### src/hdl/ddsm_pkg.sv
package ddsm_pkg;

    localparam int SPEED_W  = 8;
    localparam int FACTOR_W = 4;
    localparam int C255_W   = 12;
    localparam int NUM_W    = 20;
    localparam int DEN_W    = 12;
    localparam int CNT_W    = 3;

    localparam int QUEUE_DEPTH = 2;
    localparam int QPTR_W      = 1;
    localparam int QCNT_W      = 2;

    localparam logic [2:0] ACT_JOY   = 3'd0;
    localparam logic [2:0] ACT_OBST  = 3'd1;
    localparam logic [2:0] ACT_ROT   = 3'd2;
    localparam logic [2:0] ACT_READ  = 3'd3;
    localparam logic [2:0] ACT_WRITE = 3'd4;

    localparam logic [2:0] LVL_NONE  = 3'd0;
    localparam logic [2:0] LVL_1M    = 3'd1;
    localparam logic [2:0] LVL_50CM  = 3'd2;
    localparam logic [2:0] LVL_25CM  = 3'd3;
    localparam logic [2:0] LVL_10CM  = 3'd4;

    localparam logic [1:0] ROT_CCW  = 2'd0;
    localparam logic [1:0] ROT_CW   = 2'd1;
    localparam logic [1:0] ROT_STOP = 2'd2;

    localparam logic [1:0] REP_ROT  = 2'd0;
    localparam logic [1:0] REP_FWD  = 2'd1;
    localparam logic [1:0] REP_REV  = 2'd2;
    localparam logic [1:0] REP_NONE = 2'd3;

    localparam logic [7:0] JOY_CENTER = 8'd128;
    localparam logic [7:0] SPEED_MAX  = 8'd255;
    localparam logic [7:0] SPIN_SPEED = 8'd128;
    localparam logic [7:0] REP_VAL_MAX = 8'd2;

    localparam logic [FACTOR_W-1:0] FACTOR_FULL = 4'd10;
    localparam logic [FACTOR_W-1:0] FACTOR_1M   = 4'd8;
    localparam logic [FACTOR_W-1:0] FACTOR_50CM = 4'd5;
    localparam logic [FACTOR_W-1:0] FACTOR_25CM = 4'd2;
    localparam logic [FACTOR_W-1:0] FACTOR_ZERO = 4'd0;

    typedef enum logic [2:0] {
        OP_JOY,
        OP_OBST,
        OP_ROT,
        OP_READ,
        OP_WRITE,
        OP_NOP
    } t_op;

    typedef struct packed {
        t_op                 op;
        logic [7:0]          joy_x;
        logic [7:0]          joy_y;
        logic [FACTOR_W-1:0] factor;
        logic                keep;
        logic                ramp;
        logic [1:0]          rot;
        logic [1:0]          rep;
    } t_cmd;

    typedef struct packed {
        logic valid;
        logic full;
    } t_q_status;

    typedef enum logic [1:0] {
        ST_IDLE,
        ST_PREP,
        ST_DIV,
        ST_EMIT
    } t_state;

    function automatic logic [FACTOR_W-1:0] factor_of_level(input logic [2:0] level);
        logic [FACTOR_W-1:0] f;
        case (level)
            LVL_NONE: f = FACTOR_FULL;
            LVL_1M:   f = FACTOR_1M;
            LVL_50CM: f = FACTOR_50CM;
            LVL_25CM: f = FACTOR_25CM;
            default:  f = FACTOR_ZERO;
        endcase
        return f;
    endfunction

    // f * 255 as a shift and subtract
    function automatic logic [C255_W-1:0] times255(input logic [FACTOR_W-1:0] f);
        return {f, 8'd0} - {8'd0, f};
    endfunction

endpackage

### src/hdl/ddsm_front.sv
module ddsm_front (
    input  logic                 i_in_valid,
    input  logic [2:0]           i_action,
    input  logic [7:0]           i_joy_x,
    input  logic [7:0]           i_joy_y,
    input  logic [2:0]           i_obstacle_level,
    input  logic [1:0]           i_rotate_kind,
    input  logic [7:0]           i_report_value,
    input  ddsm_pkg::t_q_status  i_q_status,
    output logic                 o_in_stall,
    output logic                 o_push,
    output ddsm_pkg::t_cmd       o_cmd
);
    import ddsm_pkg::*;

    assign o_in_stall = i_q_status.full;
    assign o_push     = i_in_valid & ~i_q_status.full;

    always_comb begin
        o_cmd.joy_x  = i_joy_x;
        o_cmd.joy_y  = i_joy_y;
        o_cmd.factor = factor_of_level(i_obstacle_level);
        o_cmd.keep   = (i_obstacle_level > LVL_10CM);
        o_cmd.ramp   = (i_obstacle_level != LVL_10CM);
        o_cmd.rot    = i_rotate_kind;
        o_cmd.rep    = i_report_value[1:0];
        case (i_action)
            ACT_JOY:   o_cmd.op = OP_JOY;
            ACT_OBST:  o_cmd.op = OP_OBST;
            ACT_ROT:   o_cmd.op = OP_ROT;
            ACT_READ:  o_cmd.op = OP_READ;
            // drop out-of-range report writes here
            ACT_WRITE: o_cmd.op = (i_report_value <= REP_VAL_MAX) ? OP_WRITE : OP_NOP;
            default:   o_cmd.op = OP_NOP;
        endcase
    end

endmodule

### src/hdl/ddsm_queue.sv
module ddsm_queue (
    input  logic                 i_clk,
    input  logic                 i_rst_n,
    input  logic                 i_push,
    input  ddsm_pkg::t_cmd       i_cmd,
    input  logic                 i_pop,
    output ddsm_pkg::t_q_status  o_status,
    output ddsm_pkg::t_cmd       o_cmd
);
    import ddsm_pkg::*;

    t_cmd              r_mem [QUEUE_DEPTH];
    logic [QPTR_W-1:0] r_wr, n_wr;
    logic [QPTR_W-1:0] r_rd, n_rd;
    logic [QCNT_W-1:0] r_count, n_count;

    always_comb begin
        n_wr    = r_wr;
        n_rd    = r_rd;
        n_count = r_count;
        if (i_push) begin
            n_wr = r_wr + 1'b1;
        end
        if (i_pop) begin
            n_rd = r_rd + 1'b1;
        end
        if (i_push && !i_pop) begin
            n_count = r_count + 1'b1;
        end else if (!i_push && i_pop) begin
            n_count = r_count - 1'b1;
        end
    end

    always_ff @(posedge i_clk) begin
        if (!i_rst_n) begin
            r_wr    <= '0;
            r_rd    <= '0;
            r_count <= '0;
        end else begin
            r_wr    <= n_wr;
            r_rd    <= n_rd;
            r_count <= n_count;
        end
    end

    always_ff @(posedge i_clk) begin
        if (i_push) begin
            r_mem[r_wr] <= i_cmd;
        end
    end

    assign o_status.valid = (r_count != '0);
    assign o_status.full  = (r_count == QCNT_W'(QUEUE_DEPTH));
    assign o_cmd          = r_mem[r_rd];

endmodule

### src/hdl/ddsm_back.sv
module ddsm_back (
    input  logic                          i_clk,
    input  logic                          i_rst_n,
    input  logic                          i_q_valid,
    input  ddsm_pkg::t_cmd                i_cmd,
    output logic                          o_pop,
    input  logic                          i_out_stall,
    output logic                          o_out_valid,
    output logic [ddsm_pkg::SPEED_W-1:0]  o_left_speed,
    output logic [ddsm_pkg::SPEED_W-1:0]  o_right_speed,
    output logic                          o_left_forward,
    output logic                          o_right_forward,
    output logic                          o_ramp_enable,
    output logic [1:0]                    o_report_code,
    output logic [ddsm_pkg::FACTOR_W-1:0] o_factor
);
    import ddsm_pkg::*;

    t_state              r_state, n_state;
    logic [FACTOR_W-1:0] r_factor, n_factor;
    logic [SPEED_W-1:0]  r_lspd, n_lspd, r_rspd, n_rspd;
    logic                r_ldir, n_ldir, r_rdir, n_rdir;
    logic                r_ramp, n_ramp;
    logic                r_pend, n_pend;
    logic [1:0]          r_rep, n_rep;
    logic [1:0]          r_code, n_code;
    logic [SPEED_W-1:0]  r_sl, n_sl, r_sr, n_sr;
    logic                r_side, n_side;
    logic [NUM_W-1:0]    r_rem, n_rem;
    logic [DEN_W-1:0]    r_den, n_den;
    logic [SPEED_W-1:0]  r_quo, n_quo;
    logic [CNT_W-1:0]    r_cnt, n_cnt;
    logic                r_out_valid, n_out_valid;
    logic [SPEED_W-1:0]  r_o_ls, n_o_ls, r_o_rs, n_o_rs;
    logic                r_o_lf, n_o_lf, r_o_rf, n_o_rf, r_o_ramp, n_o_ramp;
    logic [1:0]          r_o_code, n_o_code;

    // joystick mixing
    logic               y_fwd, y_rev;
    logic [7:0]         base, d, sub_v, add_v, mix_l, mix_r;
    logic [8:0]         add9;
    logic               fwd;

    // scaling operands
    logic [SPEED_W-1:0] s_op;
    logic [C255_W-1:0]  c255;
    logic [NUM_W-1:0]   num;
    logic [DEN_W:0]     den_sum;
    logic [NUM_W-1:0]   shifted;
    logic               ge;
    logic [SPEED_W-1:0] quo_next;
    logic [SPEED_W-1:0] result;
    logic               write_result;

    always_comb begin
        y_fwd = (i_cmd.joy_y > JOY_CENTER);
        y_rev = (i_cmd.joy_y < JOY_CENTER);
        fwd   = y_fwd;
        if (y_fwd) begin
            base = {i_cmd.joy_y[6:0], 1'b0};
        end else if (y_rev) begin
            base = (i_cmd.joy_y == 8'd0) ? SPEED_MAX : 8'((JOY_CENTER - i_cmd.joy_y) << 1);
        end else begin
            base = 8'd0;
        end
        d     = (i_cmd.joy_x < JOY_CENTER) ? (JOY_CENTER - i_cmd.joy_x)
                                            : (i_cmd.joy_x - JOY_CENTER);
        sub_v = (base >= d) ? (base - d) : 8'd0;
        add9  = {1'b0, base} + {1'b0, d};
        add_v = add9[8] ? SPEED_MAX : add9[7:0];
        if (i_cmd.joy_x < JOY_CENTER) begin
            mix_l = sub_v;
            mix_r = add_v;
        end else begin
            mix_l = add_v;
            mix_r = sub_v;
        end
    end

    always_comb begin
        s_op     = r_side ? r_sr : r_sl;
        c255     = times255(r_factor);
        num      = NUM_W'(s_op) * NUM_W'(c255);
        den_sum  = (DEN_W+1)'(FACTOR_FULL - r_factor) * (DEN_W+1)'(s_op)
                 + (DEN_W+1)'(c255);
        shifted  = NUM_W'(r_den) << r_cnt;
        ge       = (r_rem >= shifted);
        quo_next = r_quo | (ge ? (SPEED_W'(1) << r_cnt) : '0);
    end

    always_comb begin
        n_state     = r_state;
        n_factor    = r_factor;
        n_lspd      = r_lspd;
        n_rspd      = r_rspd;
        n_ldir      = r_ldir;
        n_rdir      = r_rdir;
        n_ramp      = r_ramp;
        n_pend      = r_pend;
        n_rep       = r_rep;
        n_code      = r_code;
        n_sl        = r_sl;
        n_sr        = r_sr;
        n_side      = r_side;
        n_rem       = r_rem;
        n_den       = r_den;
        n_quo       = r_quo;
        n_cnt       = r_cnt;
        n_out_valid = r_out_valid & i_out_stall;
        n_o_ls      = r_o_ls;
        n_o_rs      = r_o_rs;
        n_o_lf      = r_o_lf;
        n_o_rf      = r_o_rf;
        n_o_ramp    = r_o_ramp;
        n_o_code    = r_o_code;
        o_pop        = 1'b0;
        write_result = 1'b0;
        result       = '0;

        case (r_state)
            ST_IDLE: begin
                if (i_q_valid) begin
                    o_pop  = 1'b1;
                    n_code = REP_NONE;
                    n_side = 1'b0;
                    n_state = ST_EMIT;
                    case (i_cmd.op)
                        OP_JOY: begin
                            n_ramp = 1'b1;
                            if ((y_fwd || y_rev) && (r_ldir != fwd || r_rdir != fwd)) begin
                                n_ldir = fwd;
                                n_rdir = fwd;
                                n_pend = 1'b1;
                                n_rep  = fwd ? REP_FWD : REP_REV;
                            end
                            n_sl    = mix_l;
                            n_sr    = mix_r;
                            n_state = ST_PREP;
                        end
                        OP_OBST: begin
                            if (!i_cmd.keep) begin
                                n_factor = i_cmd.factor;
                            end
                            n_ramp  = i_cmd.ramp;
                            n_sl    = r_lspd;
                            n_sr    = r_rspd;
                            n_state = ST_PREP;
                        end
                        OP_ROT: begin
                            n_ramp = 1'b1;
                            n_rep  = REP_ROT;
                            n_lspd = SPIN_SPEED;
                            n_rspd = SPIN_SPEED;
                            case (i_cmd.rot)
                                ROT_CCW: begin
                                    n_ldir = 1'b0;
                                    n_rdir = 1'b1;
                                end
                                ROT_CW: begin
                                    n_ldir = 1'b1;
                                    n_rdir = 1'b0;
                                end
                                ROT_STOP: begin
                                    n_lspd = '0;
                                    n_rspd = '0;
                                end
                                default: begin
                                end
                            endcase
                        end
                        OP_READ: begin
                            if (r_pend) begin
                                n_pend = 1'b0;
                                n_code = r_rep;
                            end
                        end
                        OP_WRITE: begin
                            n_rep = i_cmd.rep;
                        end
                        default: begin
                        end
                    endcase
                end
            end
            ST_PREP: begin
                if (s_op == '0 || r_factor == FACTOR_ZERO) begin
                    write_result = 1'b1;
                    result       = '0;
                end else begin
                    n_rem   = num;
                    n_den   = den_sum[DEN_W-1:0];
                    n_quo   = '0;
                    n_cnt   = CNT_W'(SPEED_W - 1);
                    n_state = ST_DIV;
                end
            end
            ST_DIV: begin
                n_rem = ge ? (r_rem - shifted) : r_rem;
                n_quo = quo_next;
                if (r_cnt == '0) begin
                    write_result = 1'b1;
                    result       = quo_next;
                end else begin
                    n_cnt = r_cnt - 1'b1;
                end
            end
            ST_EMIT: begin
                if (!r_out_valid || !i_out_stall) begin
                    n_out_valid = 1'b1;
                    n_o_ls      = r_lspd;
                    n_o_rs      = r_rspd;
                    n_o_lf      = r_ldir;
                    n_o_rf      = r_rdir;
                    n_o_ramp    = r_ramp;
                    n_o_code    = r_code;
                    n_state     = ST_IDLE;
                end
            end
            default: begin
                n_state = ST_IDLE;
            end
        endcase

        // store the scaled speed, then move to the other wheel or finish
        if (write_result) begin
            if (r_side) begin
                n_rspd  = result;
                n_state = ST_EMIT;
            end else begin
                n_lspd  = result;
                n_side  = 1'b1;
                n_state = ST_PREP;
            end
        end
    end

    always_ff @(posedge i_clk) begin
        if (!i_rst_n) begin
            r_state     <= ST_IDLE;
            r_factor    <= FACTOR_FULL;
            r_lspd      <= '0;
            r_rspd      <= '0;
            r_ldir      <= 1'b0;
            r_rdir      <= 1'b0;
            r_ramp      <= 1'b0;
            r_pend      <= 1'b0;
            r_rep       <= REP_ROT;
            r_out_valid <= 1'b0;
        end else begin
            r_state     <= n_state;
            r_factor    <= n_factor;
            r_lspd      <= n_lspd;
            r_rspd      <= n_rspd;
            r_ldir      <= n_ldir;
            r_rdir      <= n_rdir;
            r_ramp      <= n_ramp;
            r_pend      <= n_pend;
            r_rep       <= n_rep;
            r_out_valid <= n_out_valid;
        end
    end

    always_ff @(posedge i_clk) begin
        r_code   <= n_code;
        r_sl     <= n_sl;
        r_sr     <= n_sr;
        r_side   <= n_side;
        r_rem    <= n_rem;
        r_den    <= n_den;
        r_quo    <= n_quo;
        r_cnt    <= n_cnt;
        r_o_ls   <= n_o_ls;
        r_o_rs   <= n_o_rs;
        r_o_lf   <= n_o_lf;
        r_o_rf   <= n_o_rf;
        r_o_ramp <= n_o_ramp;
        r_o_code <= n_o_code;
    end

    assign o_out_valid     = r_out_valid;
    assign o_left_speed    = r_o_ls;
    assign o_right_speed   = r_o_rs;
    assign o_left_forward  = r_o_lf;
    assign o_right_forward = r_o_rf;
    assign o_ramp_enable   = r_o_ramp;
    assign o_report_code   = r_o_code;
    assign o_factor        = r_factor;

endmodule

### src/hdl/differential_drive_speed_mixer.sv
// Two-wheel drive command mixer.
//
// Input channel (i_in_valid / o_in_stall): one command word per handshake,
// chosen by i_action: joystick, obstacle level, rotation, read of the
// direction report, or write of the report state. A word is taken at a
// rising edge with i_in_valid high and o_in_stall low.
// Output channel (o_out_valid / i_out_stall): exactly one result word per
// command, in command order: stored wheel speeds, directions, ramp flag and
// the report code (3 unless a read finds a pending report).
// Joystick and obstacle words run both wheel speeds through one shared
// restoring divider (a setup step and 8 one-bit steps per wheel; a wheel
// whose speed, or the factor, is zero gets speed zero and skips the 8 steps).
// The engine works on one word at a time and pops the next only once idle.
// A two-word queue lets the input side keep accepting while the divider
// works or a result waits.
// Reset (i_rst_n low, synchronous): queue empty, no result valid, factor
// back to full speed, speeds, directions and flags cleared.
// While i_out_stall is high the result word holds; the engine finishes its
// current word and waits, and the input stalls once the queue fills.
module differential_drive_speed_mixer (
    input  logic       i_clk,
    input  logic       i_rst_n,
    input  logic       i_in_valid,
    output logic       o_in_stall,
    input  logic [2:0] i_action,
    input  logic [7:0] i_joy_x,
    input  logic [7:0] i_joy_y,
    input  logic [2:0] i_obstacle_level,
    input  logic [1:0] i_rotate_kind,
    input  logic [7:0] i_report_value,
    output logic       o_out_valid,
    input  logic       i_out_stall,
    output logic [7:0] o_left_speed,
    output logic [7:0] o_right_speed,
    output logic       o_left_forward,
    output logic       o_right_forward,
    output logic       o_ramp_enable,
    output logic [1:0] o_report_code
);
    import ddsm_pkg::*;

    logic                push;
    t_cmd                front_cmd;
    t_cmd                q_cmd;
    t_q_status           q_stat;
    logic                pop;
    logic [FACTOR_W-1:0] factor;

    // classify the incoming word and push it
    ddsm_front u_front (
        .i_in_valid       (i_in_valid),
        .i_action         (i_action),
        .i_joy_x          (i_joy_x),
        .i_joy_y          (i_joy_y),
        .i_obstacle_level (i_obstacle_level),
        .i_rotate_kind    (i_rotate_kind),
        .i_report_value   (i_report_value),
        .i_q_status       (q_stat),
        .o_in_stall       (o_in_stall),
        .o_push           (push),
        .o_cmd            (front_cmd)
    );

    // decouple intake from the divider
    ddsm_queue u_queue (
        .i_clk    (i_clk),
        .i_rst_n  (i_rst_n),
        .i_push   (push),
        .i_cmd    (front_cmd),
        .i_pop    (pop),
        .o_status (q_stat),
        .o_cmd    (q_cmd)
    );

    // execute commands, scale speeds, hold the result word
    ddsm_back u_back (
        .i_clk           (i_clk),
        .i_rst_n         (i_rst_n),
        .i_q_valid       (q_stat.valid),
        .i_cmd           (q_cmd),
        .o_pop           (pop),
        .i_out_stall     (i_out_stall),
        .o_out_valid     (o_out_valid),
        .o_left_speed    (o_left_speed),
        .o_right_speed   (o_right_speed),
        .o_left_forward  (o_left_forward),
        .o_right_forward (o_right_forward),
        .o_ramp_enable   (o_ramp_enable),
        .o_report_code   (o_report_code),
        .o_factor        (factor)
    );

    // no result word right after reset
    a_reset_clears_out: assert property (@(posedge i_clk)
        !i_rst_n |=> !o_out_valid)
        else $error("result valid after reset");

    // factor only ever holds one of the table values
    a_factor_legal: assert property (@(posedge i_clk) disable iff (!i_rst_n)
        (factor == FACTOR_FULL) || (factor == FACTOR_1M) || (factor == FACTOR_50CM) ||
        (factor == FACTOR_25CM) || (factor == FACTOR_ZERO))
        else $error("illegal speed factor");

    // input stalls only when the queue holds words for the engine
    a_stall_means_queued: assert property (@(posedge i_clk) disable iff (!i_rst_n)
        o_in_stall |-> q_stat.valid)
        else $error("input stalled with empty queue");

    // the engine never pops an empty queue
    a_pop_nonempty: assert property (@(posedge i_clk) disable iff (!i_rst_n)
        pop |-> q_stat.valid)
        else $error("pop from empty queue");

endmodule

### config.mk
export PLATFORM = sky130hd
export DESIGN_NAME = differential_drive_speed_mixer
export DESIGN_NICKNAME = d
export VERILOG_FILES = /design/src/hdl/ddsm_pkg.sv /design/src/hdl/ddsm_front.sv /design/src/hdl/ddsm_queue.sv /design/src/hdl/ddsm_back.sv /design/src/hdl/differential_drive_speed_mixer.sv
export SDC_FILE = /design/constraint.sdc
export NUM_CORES = 1
export LEC_CHECK = 0
export BUFFER_PORTS_ARGS = -buffer_cell sky130_fd_sc_hd__buf_2
export CORE_MARGIN = 1.5
export CORE_UTILIZATION = 25
export DETAILED_ROUTE_END_ITERATION = 10
export PLACE_DENSITY = 0.35
export SKIP_CTS_REPAIR_TIMING = 1
export SLEW_MARGIN = 10
export SYNTH_ARGS = -nofsm -noshare
export SYNTH_HDL_FRONTEND = slang
export SYNTH_SLANG_ARGS = --single-unit
### constraint.sdc
create_clock -name i_clk -period 7.1 [get_ports i_clk]
set_clock_uncertainty 0.1 [all_clocks]
set_input_delay 0 -clock i_clk [delete_from_list [all_inputs] [get_ports i_clk]]
set_output_delay 0 -clock i_clk [all_outputs]
set_load 0.03 [all_outputs]
==> out/results.tsv <==
metric	value	unit
period_share	88.57	%
final.setup.tns	0	ns
path_cells	inv_2 -> ha_1 -> ha_1 -> nand2_1 -> fa_1 -> fa_1 -> inv_1 -> fa_1 -> inv_1 -> fa_1 -> inv_1 -> ha_1 -> o21a_1 -> o31a_1 -> o41ai_1 -> o21ai_0 -> a311oi_1 -> nor3_1 -> a31o_2	
io_pins	59	
synthCells	1482	
finalCriticalPeriod	6.288	ns
worstMarginPinSlew	1.107	ns
area_delta_synth_final	14.96	%
rows	88	
dieArea	0.05992	mm²
syn_nets	1742	
diodes	0	
post_drt_wl_per_cell	17.26	µm
slew_headroom	25.62	%
die_x	244.8	µm
reg2reg_from	u_back.o_factor[2]	
synthDominantCellAreaShare	28.35	%
cpMostUsedCell	fa_1	
rsz0062_at_grt	false	
drv_cap	0	
setup_viol	0	
ys_warn_count	0	
yosysMostFrequentCell	inv_1	
htreeDepth	4	
crit_type	flop to flop	
clk_latency	0.49	ns
path_clk_slew	0.08	ns
hp-class	input port to flop	
yosys.cell_types.count	68	
critPathMaxFanout	13	
coreArea	0.05770	mm²
synthArstFlopShare	0	%
required	7.26	ns
crit_path_start	u_back.o_factor[2]	
antenna_found_initial	1	
grt_pass1_wl	64.34	mm
synth_flop_cell	edfxtp_1	
n_fill_cell	6170	
ant_nets	0	
vias_per_cell	4.557	
seq_area	0.004826	mm²
endpoint_kind	flop	
cts-root-buf	clkbuf_16	
globalplace.congestion	0.8154	
nets	1833	
avgSynthCellArea	9.862	µm²
grtUsageTotal	14.08	%
max_stage_delay	0.54	ns
grt_overflow	0	
cts_buffers	17	
outcome	complete, no violations	
vias	10710	
min_from	i_joy_y[0]	
drt-initial-drc-count	526	
drive_gt1_share	10.34	%
grt_pass1_vias	11180	
cts.path.max_buffers	2	
slew_violations	0	
critPathLaunchType	flop	
ys_seq_elements	172	
grt_max_degree	43	
cts.sinks	172	
cts_tree	done	
synth_common_cells	inv_1 (177), nor2_1 (146), edfxtp_1 (138)	
wirelength	40.59	mm
initial_core_util	25.33	%
io_buffers	58	
synth.area.top_cells	edfxtp_1 (28%), fa_1 (14%), ha_1 (10%)	
max_freq	159.0	MHz
multi_input_area	0.008932	mm²
critPathSlowestCell	dfxtp_1	
drc	0	
hold_viol_final	0	
syn_area	0.01462	mm²
dpl.hpwl	32.56	mm
synth_enable_flop_cells	138	
ys_seq_area_share	33.01	%
cp.arrival	6.44	ns
drtPass1Iterations	5	
die_h	244.8	µm
yosysTopAreaCell	edfxtp_1	
## routing by layer
layer | up-vias | track usage, % | part of all wire [%]
li1 | 5346 | - | -
met5 | - | 0 | 0.030
met1 | 5194 | 18.18 | 48
met3 | 50 | 2.613 | 2.6
met2 | 121 | 23.48 | 48
met4 | 2 | 4.866 | 2.3
## critical path: cells and delay by family, from the launching register on
family                   cells  cell delay, ns
AO/OA/AOI/OAI                6            1.69
flip-flops                   1            0.54
adder cells (fa/ha/maj)      7            3.15
buffers and inverters        4            0.34
AND/OR/NAND/NOR              2            0.22
## final timing paths
check                           cells after the start                       to  slack [ns]
worst max-delay path                               19         u_back.r_rem[17]        0.81
worst min-delay path                                2     u_queue.r_mem[0][10]        0.13
worst max register to register                     19         u_back.r_rem[17]        0.81
worst min register to register                      0  u_back.o_report_code[1]        0.35
## kinds of logic (layout without fill, tap and decap cells)
| family | after synthesis | count (layout) | synth area share, % |
|---|---|---|---|
| AO/OA/AOI/OAI | 280 | 280 | 12.71 |
| XOR/XNOR | 65 | 65 | 3.895 |
| adder cells (fa/ha/maj) | 224 | 224 | 24.57 |
| buffers and inverters | 226 | 330 | 5.941 |
| flip-flops | 172 | 172 | 33.01 |
| multiplexers | 76 | 76 | 5.684 |
| AND/OR/NAND/NOR | 439 | 439 | 14.19 |
## metrics by stage
step           hold WS [ns]  std cells  utilization (%)  area (µm²)  setup WS, ns
6_report             0.1278       2351            29.12       16800        0.8118
5_1_grt              0.1111       2351            29.12       16800        0.2006
4_1_cts             -0.4459       2320            28.58       16490        0.7710
3_5_place_dp        0.09066       2288            27.55       15900        0.7849
3_3_place_gp        0.08655       2288            27.55       15900        0.8195
2_1_floorplan     -0.001131       1482                -       14620         1.239
## state kept, by name, summed over array words and instances, names as in the netlist, 3 cells and up, named ones only
name	cells
u_back.r_rem	20
u_back.o_right_speed	8
u_back.r_quo	8
u_queue.r_mem	56
u_back.r_lspd	8
u_back.r_sl	8
u_back.r_rspd	8
u_back.r_den	12
u_back.r_cnt	3
u_back.o_left_speed	8
u_back.r_sr	8
u_back.o_factor	3
## layout make-up
type	instances	area share (%)
multi-input cells	1084	53.16
well taps	765	5.697
clock buffers	19	2.703
clock inverters	13	0.8489
flip-flops and latches	172	28.72
repair buffers	117	4.825
inverters	181	4.043
## cells in the final DEF (no fill, tap or decap), types with 16 or more instances in the layout
| master | instances |
|---|---|
| nor3_1 | 25 |
| nand3_1 | 43 |
| xnor2_1 | 41 |
| nand2b_1 | 24 |
| clkbuf_16 | 18 |
| nor2_1 | 145 |
| xor2_1 | 24 |
| a21o_1 | 20 |
| a21oi_1 | 73 |
| buf_2 | 58 |
| fa_1 | 105 |
| o21ai_0 | 55 |
| dfxtp_1 | 33 |
| mux2_2 | 16 |
| and2_1 | 18 |
| mux2i_1 | 56 |
| edfxtp_1 | 138 |
| inv_1 | 177 |
| ha_1 | 119 |
| buf_4 | 28 |
| nor2b_1 | 20 |
| nand2_1 | 99 |
| dlygate4sd3_1 | 31 |
Power is not shown: default switching activity piles up to over one toggle a cycle in this logic, so the estimate is an artifact.
